File: config.mk
export PLATFORM = sky130hd
export DESIGN_NAME = level_alarm_delay_hysteresis_top_flat
export DESIGN_NICKNAME = d
export VERILOG_FILES = /design/src/lad_pkg.sv /design/src/lad_if.sv /design/src/lad_release_calc.sv /design/src/level_alarm_delay_hysteresis_top.sv /design/src/flat_wrapper.sv
export SDC_FILE = /design/constraint.sdc
export NUM_CORES = 2
export LEC_CHECK = 0
export BUFFER_PORTS_ARGS = -buffer_cell sky130_fd_sc_hd__buf_2
export CAP_MARGIN = 10
export CORE_ASPECT_RATIO = 1.25
export CORE_MARGIN = 2
export CORE_UTILIZATION = 35
export DETAILED_ROUTE_END_ITERATION = 6
export PLACE_DENSITY = 0.53
export SLEW_MARGIN = 20
export SYNTH_ARGS = -nofsm -noshare
export SYNTH_HDL_FRONTEND = slang
export SYNTH_HIERARCHICAL = 1
export SYNTH_SLANG_ARGS = --single-unit
File: constraint.sdc
create_clock -name clk -period 12.5 [get_ports clk]
set_input_delay 1.25 -clock clk [delete_from_list [all_inputs] [get_ports clk]]
set_output_delay 1.25 -clock clk [all_outputs]
set_load 0.02 [all_outputs]
File: src/lad_pkg.sv
package lad_pkg;

    // Q16.16 fixed point.
    localparam int                 LAD_FRAC_BITS   = 16;
    localparam logic signed [18:0] LAD_Q_ONE       = 19'sh10000;
    localparam logic signed [50:0] LAD_ROUND_HALF  = 51'sh8000;

    localparam int LAD_LEVEL_WIDTH = 32;
    localparam int LAD_HYST_WIDTH  = 17;
    localparam int LAD_TICKS_WIDTH = 16;
    localparam int LAD_DELAY_WIDTH = 16;

    // Configuration register indexes.
    localparam logic [2:0] CFG_TRIP_LEVEL        = 3'd0;
    localparam logic [2:0] CFG_HYSTERESIS        = 3'd1;
    localparam logic [2:0] CFG_DIRECTION_HIGH    = 3'd2;
    localparam logic [2:0] CFG_DELAY_TICKS       = 3'd3;
    localparam logic [2:0] CFG_AUTO_RELEASE      = 3'd4;
    localparam logic [2:0] CFG_REPORT_SUPPRESSED = 3'd5;
    localparam logic [2:0] CFG_ALARM_ENABLED     = 3'd6;
    localparam logic [2:0] CFG_ALARM_ARMED       = 3'd7;

    // Item opcodes.
    localparam logic [1:0] OP_SAMPLE = 2'd0;
    localparam logic [1:0] OP_TICK   = 2'd1;
    localparam logic [1:0] OP_RESET  = 2'd2;

    // Reported alarm state codes.
    localparam logic [2:0] ST_IDLE    = 3'd0;
    localparam logic [2:0] ST_WAIT    = 3'd1;
    localparam logic [2:0] ST_FIRE    = 3'd2;
    localparam logic [2:0] ST_HOLD    = 3'd3;
    localparam logic [2:0] ST_RELEASE = 3'd4;

    typedef logic [1:0]                         opcode_t;
    typedef logic signed [LAD_LEVEL_WIDTH-1:0] level_t;
    typedef logic [LAD_HYST_WIDTH-1:0]          hyst_t;
    typedef logic [LAD_TICKS_WIDTH-1:0]         ticks_t;
    typedef logic [2:0]                         state_code_t;

    typedef enum logic [4:0] {
        PH_IDLE    = 5'b00001,
        PH_WAIT    = 5'b00010,
        PH_FIRE    = 5'b00100,
        PH_HOLD    = 5'b01000,
        PH_RELEASE = 5'b10000
    } phase_t;

    function automatic state_code_t lad_state_code(input phase_t ph);
        state_code_t code;
        case (ph)
            PH_IDLE:    code = ST_IDLE;
            PH_WAIT:    code = ST_WAIT;
            PH_FIRE:    code = ST_FIRE;
            PH_HOLD:    code = ST_HOLD;
            PH_RELEASE: code = ST_RELEASE;
            default:    code = ST_IDLE;
        endcase
        return code;
    endfunction

endpackage

File: src/lad_if.sv
interface lad_item_if;
    import lad_pkg::*;

    logic    valid;
    logic    ready;
    opcode_t opcode;
    level_t  sample_value;

    modport source (output valid, output opcode, output sample_value, input ready);
    modport sink   (input valid, input opcode, input sample_value, output ready);
endinterface

interface lad_result_if;
    import lad_pkg::*;

    logic        valid;
    logic        ready;
    state_code_t alarm_state;
    logic        alarm_active;
    logic        raise_pulse;
    logic        clear_pulse;

    modport source (output valid, output alarm_state, output alarm_active,
                    output raise_pulse, output clear_pulse, input ready);
    modport sink   (input valid, input alarm_state, input alarm_active,
                    input raise_pulse, input clear_pulse, output ready);
endinterface

File: src/lad_release_calc.sv
module lad_release_calc (
    input  lad_pkg::level_t trip_level,
    input  lad_pkg::hyst_t  hysteresis_fraction,
    input  logic            direction_high,
    output lad_pkg::level_t release_level
);
    import lad_pkg::*;

    logic signed [18:0] hyst_ext;
    logic signed [18:0] factor;
    logic signed [50:0] level_ext;
    logic signed [50:0] factor_ext;
    logic signed [50:0] product;
    logic signed [50:0] rounded;
    logic signed [34:0] scaled;

    // Factor is 1+h for a low alarm and 1-h for a high one; 1-h may go negative.
    assign hyst_ext   = signed'({2'b00, hysteresis_fraction});
    assign factor     = direction_high ? (LAD_Q_ONE - hyst_ext) : (LAD_Q_ONE + hyst_ext);
    assign level_ext  = {{19{trip_level[31]}}, trip_level};
    assign factor_ext = {{32{factor[18]}}, factor};
    assign product    = level_ext * factor_ext;
    assign rounded    = product + LAD_ROUND_HALF;
    assign scaled     = rounded[50:LAD_FRAC_BITS];

    // Saturate the 35 bit result into the signed 32 bit range.
    always_comb
    begin
        if (scaled[34:31] == 4'b0000 || scaled[34:31] == 4'b1111)
        begin
            release_level = scaled[31:0];
        end
        else if (scaled[34])
        begin
            release_level = {1'b1, {31{1'b0}}};
        end
        else
        begin
            release_level = {1'b0, {31{1'b1}}};
        end
    end
endmodule

File: src/level_alarm_delay_hysteresis_top.sv
// Level alarm with pickup delay and release hysteresis. Items on the items channel
// are sample checks (signed Q16.16), timer ticks or alarm resets; each transfer in
// produces exactly one result transfer carrying the alarm state after that item and
// raise/clear pulses. A sample that reaches the trip level starts a pickup delay
// counted in tick items; a later sample that finds the delay expired fires the alarm.
// A fired alarm then either releases itself once a sample passes level*(1+h) (low
// alarm) or level*(1-h) (high alarm), or latches until a reset item. The block takes
// one item per clock unless the result register is full and not taken, which stalls
// its input; each item passes the input register, then the result register. The
// cycle time is set by the 32 by 19 bit release-level multiply, its rounding and
// saturation and the final compare, from the configuration and input registers to the
// result register. Configuration writes on cfg_we/cfg_index/cfg_data take effect at
// the next clock edge and must be made only while no item is in flight.
module level_alarm_delay_hysteresis_top #(
    parameter int DELAY_WIDTH = lad_pkg::LAD_DELAY_WIDTH
) (
    input  logic         clk,
    input  logic         rst_n,
    input  logic         cfg_we,
    input  logic [2:0]   cfg_index,
    input  logic [31:0]  cfg_data,
    lad_item_if.sink     items,
    lad_result_if.source results
);
    import lad_pkg::*;

    // Largest count the delay counter can hold; loads are saturated to it.
    localparam logic [63:0] COUNT_MAX = (64'd1 << DELAY_WIDTH) - 64'd1;

    // Configuration registers.
    level_t trip_level_reg;
    hyst_t  hysteresis_reg;
    logic   direction_high_reg;
    ticks_t delay_ticks_reg;
    logic   auto_release_reg;
    logic   report_suppressed_reg;
    logic   alarm_enabled_reg;
    logic   alarm_armed_reg;

    // Input register stage.
    logic    in_valid_reg;
    opcode_t opcode_reg;
    level_t  sample_reg;

    // Alarm state.
    phase_t                 phase_reg;
    phase_t                 phase_next;
    logic                   fired_flag_reg;
    logic                   fired_flag_next;
    logic [DELAY_WIDTH-1:0] delay_count_reg;
    logic [DELAY_WIDTH-1:0] delay_count_next;
    logic                   delay_running_reg;
    logic                   delay_running_next;

    // Result register stage.
    logic        out_valid_reg;
    state_code_t out_state_reg;
    logic        out_active_reg;
    logic        out_raise_reg;
    logic        out_clear_reg;
    logic        raise_next;
    logic        clear_next;

    logic                   advance;
    logic                   process;
    logic                   crossed;
    logic                   past_release;
    level_t                 release_level;
    logic [63:0]            ticks_ext;
    logic [DELAY_WIDTH-1:0] delay_load;

    // The result register frees up when it is empty or being taken this cycle; the
    // input register frees up when its item moves on to the result register.
    assign advance       = !out_valid_reg || results.ready;
    assign process       = in_valid_reg && advance;
    assign items.ready   = !in_valid_reg || advance;

    assign results.valid        = out_valid_reg;
    assign results.alarm_state  = out_state_reg;
    assign results.alarm_active = out_active_reg;
    assign results.raise_pulse  = out_raise_reg;
    assign results.clear_pulse  = out_clear_reg;

    always_ff @(posedge clk or negedge rst_n)
    begin
        if (!rst_n)
        begin
            trip_level_reg        <= '0;
            hysteresis_reg        <= '0;
            direction_high_reg    <= 1'b0;
            delay_ticks_reg       <= '0;
            auto_release_reg      <= 1'b1;
            report_suppressed_reg <= 1'b0;
            alarm_enabled_reg     <= 1'b0;
            alarm_armed_reg       <= 1'b0;
        end
        else if (cfg_we)
        begin
            case (cfg_index)
                CFG_TRIP_LEVEL:        trip_level_reg        <= cfg_data;
                CFG_HYSTERESIS:        hysteresis_reg        <= cfg_data[LAD_HYST_WIDTH-1:0];
                CFG_DIRECTION_HIGH:    direction_high_reg    <= cfg_data[0];
                CFG_DELAY_TICKS:       delay_ticks_reg       <= cfg_data[LAD_TICKS_WIDTH-1:0];
                CFG_AUTO_RELEASE:      auto_release_reg      <= cfg_data[0];
                CFG_REPORT_SUPPRESSED: report_suppressed_reg <= cfg_data[0];
                CFG_ALARM_ENABLED:     alarm_enabled_reg     <= cfg_data[0];
                CFG_ALARM_ARMED:       alarm_armed_reg       <= cfg_data[0];
                default:               ;
            endcase
        end
    end

    // Release threshold from the current level, hysteresis and direction.
    lad_release_calc u_release (
        .trip_level          (trip_level_reg),
        .hysteresis_fraction (hysteresis_reg),
        .direction_high      (direction_high_reg),
        .release_level       (release_level)
    );

    // A low alarm trips at or below the level, a high alarm at or above it. Release
    // needs the sample strictly past the release level.
    assign crossed      = direction_high_reg ? (sample_reg >= trip_level_reg)
                                             : (sample_reg <= trip_level_reg);
    assign past_release = direction_high_reg ? (sample_reg < release_level)
                                             : (sample_reg > release_level);

    assign ticks_ext  = {{(64 - LAD_TICKS_WIDTH){1'b0}}, delay_ticks_reg};
    assign delay_load = (ticks_ext > COUNT_MAX) ? COUNT_MAX[DELAY_WIDTH-1:0]
                                                : ticks_ext[DELAY_WIDTH-1:0];

    // Next alarm state for the item in the input register.
    always_comb
    begin
        phase_next         = phase_reg;
        fired_flag_next    = fired_flag_reg;
        delay_count_next   = delay_count_reg;
        delay_running_next = delay_running_reg;
        raise_next         = 1'b0;
        clear_next         = 1'b0;

        case (opcode_reg)
            OP_SAMPLE:
            begin
                // Samples are ignored while the alarm is disabled or disarmed.
                if (alarm_enabled_reg && alarm_armed_reg)
                begin
                    case (phase_reg)
                        PH_IDLE:
                        begin
                            if (crossed)
                            begin
                                if (delay_ticks_reg == '0)
                                begin
                                    phase_next = fired_flag_reg ? PH_RELEASE : PH_FIRE;
                                end
                                else
                                begin
                                    phase_next         = PH_WAIT;
                                    delay_count_next   = delay_load;
                                    delay_running_next = 1'b1;
                                end
                            end
                        end
                        PH_WAIT:
                        begin
                            if (delay_running_reg && delay_count_reg == '0)
                            begin
                                phase_next = fired_flag_reg ? PH_RELEASE : PH_FIRE;
                            end
                            else if (!crossed)
                            begin
                                phase_next         = PH_IDLE;
                                delay_running_next = 1'b0;
                                delay_count_next   = '0;
                            end
                        end
                        PH_FIRE:
                        begin
                            raise_next      = !report_suppressed_reg;
                            fired_flag_next = 1'b1;
                            phase_next      = auto_release_reg ? PH_RELEASE : PH_HOLD;
                        end
                        PH_HOLD:
                        begin
                            if (!fired_flag_reg)
                            begin
                                phase_next = PH_IDLE;
                            end
                        end
                        PH_RELEASE:
                        begin
                            if (past_release && fired_flag_reg)
                            begin
                                fired_flag_next = 1'b0;
                                phase_next      = PH_IDLE;
                                clear_next      = 1'b1;
                            end
                        end
                        default:
                        begin
                            phase_next = PH_IDLE;
                        end
                    endcase
                end
            end
            OP_TICK:
            begin
                // Ticks count the pickup delay down whatever the enable state.
                if (delay_running_reg && delay_count_reg != '0)
                begin
                    delay_count_next = delay_count_reg - 1'b1;
                end
            end
            OP_RESET:
            begin
                delay_running_next = 1'b0;
                delay_count_next   = '0;
                if (fired_flag_reg)
                begin
                    fired_flag_next = 1'b0;
                    phase_next      = PH_IDLE;
                    clear_next      = 1'b1;
                end
            end
            default:
            begin
                // The unused opcode only reports the current state.
            end
        endcase
    end

    // Control state: input valid, alarm state and result valid.
    always_ff @(posedge clk or negedge rst_n)
    begin
        if (!rst_n)
        begin
            in_valid_reg      <= 1'b0;
            out_valid_reg     <= 1'b0;
            phase_reg         <= PH_IDLE;
            fired_flag_reg    <= 1'b0;
            delay_count_reg   <= '0;
            delay_running_reg <= 1'b0;
        end
        else
        begin
            if (items.ready)
            begin
                in_valid_reg <= items.valid;
            end
            if (advance)
            begin
                out_valid_reg <= in_valid_reg;
            end
            if (process)
            begin
                phase_reg         <= phase_next;
                fired_flag_reg    <= fired_flag_next;
                delay_count_reg   <= delay_count_next;
                delay_running_reg <= delay_running_next;
            end
        end
    end

    // Payload registers.
    always_ff @(posedge clk)
    begin
        if (items.valid && items.ready)
        begin
            opcode_reg <= items.opcode;
            sample_reg <= items.sample_value;
        end
        if (process)
        begin
            out_state_reg  <= lad_state_code(phase_next);
            out_active_reg <= !(phase_next == PH_IDLE || phase_next == PH_WAIT);
            out_raise_reg  <= raise_next;
            out_clear_reg  <= clear_next;
        end
    end

    // An alarm that is held or awaiting release has always fired.
    a_release_needs_fired: assert property (@(posedge clk) disable iff (!rst_n)
        (phase_reg == PH_RELEASE || phase_reg == PH_HOLD) |-> fired_flag_reg)
        else $error("alarm held or awaiting release without the fired flag");

    // The active flag agrees with the reported state code.
    a_active_matches_state: assert property (@(posedge clk) disable iff (!rst_n)
        out_valid_reg |-> (out_active_reg ==
            !(out_state_reg == ST_IDLE || out_state_reg == ST_WAIT)))
        else $error("alarm_active disagrees with alarm_state");

    // A raise leaves the alarm held or awaiting release, a clear leaves it idle.
    a_raise_state: assert property (@(posedge clk) disable iff (!rst_n)
        (out_valid_reg && out_raise_reg) |->
            (out_state_reg == ST_HOLD || out_state_reg == ST_RELEASE) && !out_clear_reg)
        else $error("raise pulse with an unexpected state");

    a_clear_state: assert property (@(posedge clk) disable iff (!rst_n)
        (out_valid_reg && out_clear_reg) |-> out_state_reg == ST_IDLE)
        else $error("clear pulse without returning to idle");

    // The state only moves when an item is processed.
    a_state_holds: assert property (@(posedge clk) disable iff (!rst_n)
        !process |=> $stable(phase_reg) && $stable(fired_flag_reg)
                     && $stable(delay_count_reg))
        else $error("alarm state changed without an item");
endmodule

File: src/flat_wrapper.sv
// flat-port wrapper written by rule: the top's interface ports become plain ports
module level_alarm_delay_hysteresis_top_flat import lad_pkg::*;
#(
    parameter int DELAY_WIDTH = lad_pkg::LAD_DELAY_WIDTH
)
  (clk, rst_n, cfg_we, cfg_index, cfg_data, items_valid, items_opcode, items_sample_value, items_ready, results_valid, results_alarm_state, results_alarm_active, results_raise_pulse, results_clear_pulse, results_ready);
  lad_item_if items_i ();
  lad_result_if results_i ();
  input  logic clk;
  input  logic rst_n;
  input  logic cfg_we;
  input  logic [2:0] cfg_index;
  input  logic [31:0] cfg_data;
  input wire logic [$bits(items_i.valid)-1:0] items_valid;
  input wire logic [$bits(items_i.opcode)-1:0] items_opcode;
  input wire logic [$bits(items_i.sample_value)-1:0] items_sample_value;
  output wire logic [$bits(items_i.ready)-1:0] items_ready;
  output wire logic [$bits(results_i.valid)-1:0] results_valid;
  output wire logic [$bits(results_i.alarm_state)-1:0] results_alarm_state;
  output wire logic [$bits(results_i.alarm_active)-1:0] results_alarm_active;
  output wire logic [$bits(results_i.raise_pulse)-1:0] results_raise_pulse;
  output wire logic [$bits(results_i.clear_pulse)-1:0] results_clear_pulse;
  input wire logic [$bits(results_i.ready)-1:0] results_ready;
  assign items_i.valid = items_valid;
  assign items_i.opcode = items_opcode;
  assign items_i.sample_value = items_sample_value;
  assign items_ready = items_i.ready;
  assign results_valid = results_i.valid;
  assign results_alarm_state = results_i.alarm_state;
  assign results_alarm_active = results_i.alarm_active;
  assign results_raise_pulse = results_i.raise_pulse;
  assign results_clear_pulse = results_i.clear_pulse;
  assign results_i.ready = results_ready;
  level_alarm_delay_hysteresis_top #(.DELAY_WIDTH(DELAY_WIDTH)) u_core (.clk(clk), .rst_n(rst_n), .cfg_we(cfg_we), .cfg_index(cfg_index), .cfg_data(cfg_data), .items(items_i), .results(results_i));
endmodule
==> flow_summary_export.csv <==
group,metric,value,unit
cts,cts.htree.levels,4,
floorplanning,die_area,85800,um2
critical_path,cp-end-kind,"flip-flop",
critical_path,critPathLaunch,"u_core/hysteresis_reg[4]",
global_routing,grt_pass1_wl,136000,um
drt,wl,83700,um
floorplanning,core,82700,um2
drt,antenna_left,0,
timing,finClkSkew,10.4,ps
timing,fmax,85.0,MHz
timing,rsz0062_at_grt,"no",
floorplanning,row_count,118,
cts,cts_tree,"built",
drt,drt_pass1_iterations,5,
cts,clk_pin_slew,70,ps
global_routing,first_global_vias,23900,
floorplanning,initial_core_util,35.3,%
cts,clk_latency,440,ps
logic_synthesis,ys_seq_elements,135,
logic_synthesis,ys_types,90,
critical_path,cp_slowest_stage_delay,620,ps
placed_design,portBuffers,81,
logic_synthesis,async_flop_share,70.4,%
final_layout,area_growth,8.20,%
logic_synthesis,syn_area_per_cell,9.09,um2
logic_synthesis,synth-main-ff-cell,"dfrtp_1",
run_status,run_status,"finished clean",
timing,timing.hold.ws,499,ps
cts,cts_max_path_buffers,2,
critical_path,cpMaxStageDelayCell,"or4_1",
flow_run,cap_violations,0,
global_routing,antenna_found_initial,2,
final_layout,num-nets-final,4078,
critical_path,startpoint_type,"flip-flop",
placed_design,dp_hpwl,67800,um
drt,drc_errors,0,
final_layout,drive_above_1_share,8.87,%
critical_path,critPathKind,"flip-flop to flip-flop",
min_path,holdCritStartpoint,"u_core/in_valid_reg",
timing,setup_viol,0,
drt,via_per_inst,5.09,
final_layout,antenna_cells,0,
logic_synthesis,synth_area_leaders,"fa_1 41%, inv_1 8.7%, ha_1 8.7%",
critical_path,path_common_cell,"fa_1",
critical_path,worstPathRequired,12660,ps
timing,hold_viol_final,0,
logic_synthesis,ys_warn_count,6,
timing,min_period_over_period,94.1,%
timing,fin_crit,11760,ps
drt,num_vias,21900,
floorplanning,die_h,327,um
logic_synthesis,synth_top_cell_by_area,"fa_1",
timing,drv_slew,0,
critical_path,cp_data_arrival_time,11920,ps
min_path,worstHoldPathType,"flip-flop to flip-flop",
timing,tightestPinTransition,1110,ps
floorplanning,ios,82,
drt,drtIter0Drc,1231,
cts,root_buffer,"clkbuf_16",
logic_synthesis,ys_seq_area_share,12.3,%
placed_design,gpl.final_weighted_congestion,0.924,
global_routing,grt-ovfl-total,0,
critical_path,rr_startpoint,"u_core/hysteresis_reg[4]",
global_routing,grtUsageTotal,20.2,%
logic_synthesis,syn-num-nets,4079,
drt,post_drt_wl_per_cell,19.5,um
cts,hold_buffers,0,
logic_synthesis,syn-instance-count,3212,
cts,numCtsBuffers,17,
timing,maxSlewHeadroom,26.3,%
cts,numClockSinks,135,
critical_path,worst-path-max-fanout,30,
global_routing,grt_max_degree,64,
logic_synthesis,synth_edf_count,40,
logic_synthesis,syn_area,29200,um2
timing,fin_tns_setup,0,ps
floorplanning,dieWidth,262,um
logic_synthesis,synth_top_area_share,40.5,%
routing by layer:
metal	wire length, um	vias to the layer above	GRT usage [%]
met5	13	-	0
met4	1880	2	4.64
met3	2940	95	1.66
met2	43800	506	37.1
met1	35200	11400	25.7
li1	-	9855	-
metrics by stage:
step                      utilization [%]  instance area, um2  instances  setup slack, ps
after floorplan                         -               29200       3212             1750
after global placement               37.4               30900       4267              838
after detailed placement             37.4               30900       4267              713
after CTS                            38.1               31500       4299              628
after global routing                 38.2               31600       4304             38.8
final                                38.2               31600       4304              736
logic make-up (layout without fill, tap and decap cells):
logic type | after synthesis | after routing | synth area share [%]
DFF | 135 | 135 | 12.3
and+or+nand+nor | 954 | 954 | 15.6
AOI/OAI and AO/OA | 387 | 387 | 8.45
muxes | 44 | 44 | 1.69
buffers and inverters | 839 | 851 | 11.0
xor gates and xnor gates | 60 | 60 | 1.80
adders and majority gates | 793 | 793 | 49.2
what timing repair did:
action / in CTS / in global routing
gates resized for setup: 0 / 3
endpoints found under the setup margin: 0 / 3
endpoints found under the hold margin: 0 / 0
buffers inserted: 0 / 5
Yosys cell counts (all sizes together), types with 4 or more instances:
cell and n:
o21bai 12, clkbuf 124, nand2 509, o21a 5, dfrtp 93, fa 591, a31oi 8, xnor2 45
mux2i 4, nor3b 9, edfxtp 40, o21ai 144, nand2b 15, and2 198, or4 6, o31ai 9
mux2 40, a41oi 6, ha 202, nor2b 14, a21oi 103, nand4 35, a21o 31, o211ai 6
o41ai 4, nor4 17, and3 10, buf 39, nand3 24, o22ai 5, or2 6, a211oi 7
a22oi 9, nor3 22, xor2 15, nor2 75, inv 676
cell usage in the layout, fill, tap and decap left out, types with 31 or more instances in the layout:
cell type	instances
a21o_1	31
a21oi_1	102
and2_1	196
buf_2	80
buf_4	55
dfrtp_1	91
edfxtp_1	40
fa_1	591
ha_1	202
inv_1	676
mux2_2	40
nand2_1	509
nand4_1	33
nor2_1	74
o21ai_0	102
xnor2_1	31
path summary, 6_finish.rpt:
kind	cells past startpoint	slack, ps	end
worst min register to register	1	500	u_core/results.valid
max in group asynchronous	2	10560	u_core/trip_level_reg[3]
worst max register to register	38	740	u_core/results.alarm_active
worst max-delay path	38	740	u_core/results.alarm_active
min in group asynchronous	1	770	u_core/delay_count_reg[5]
worst min-delay path	1	500	u_core/results.valid
layout make-up:
cell class                 instances  area (um2)
fill                            8507       51100
multi-input combinational       2238       22600
sequential                       135        3580
inverter                         676        2540
tap                             1080        1350
timing repair buffer             143         965
clock buffer                      19         454
clock inverter                    13         138
worst max-delay path, delay by kind of cell (launching register included):
kind / cells / cell delay [ps]
and+or+nand+nor: 9 / 2520
muxes: 1 / 310
adders and majority gates: 9 / 3930
AOI/OAI and AO/OA: 12 / 2910
DFF: 1 / 440
xor gates and xnor gates: 2 / 380
buffers and inverters: 5 / 950
Power is left out: the tool's default activity adds up to more than one toggle a clock period on the data nets, which glitch-free logic cannot reach.
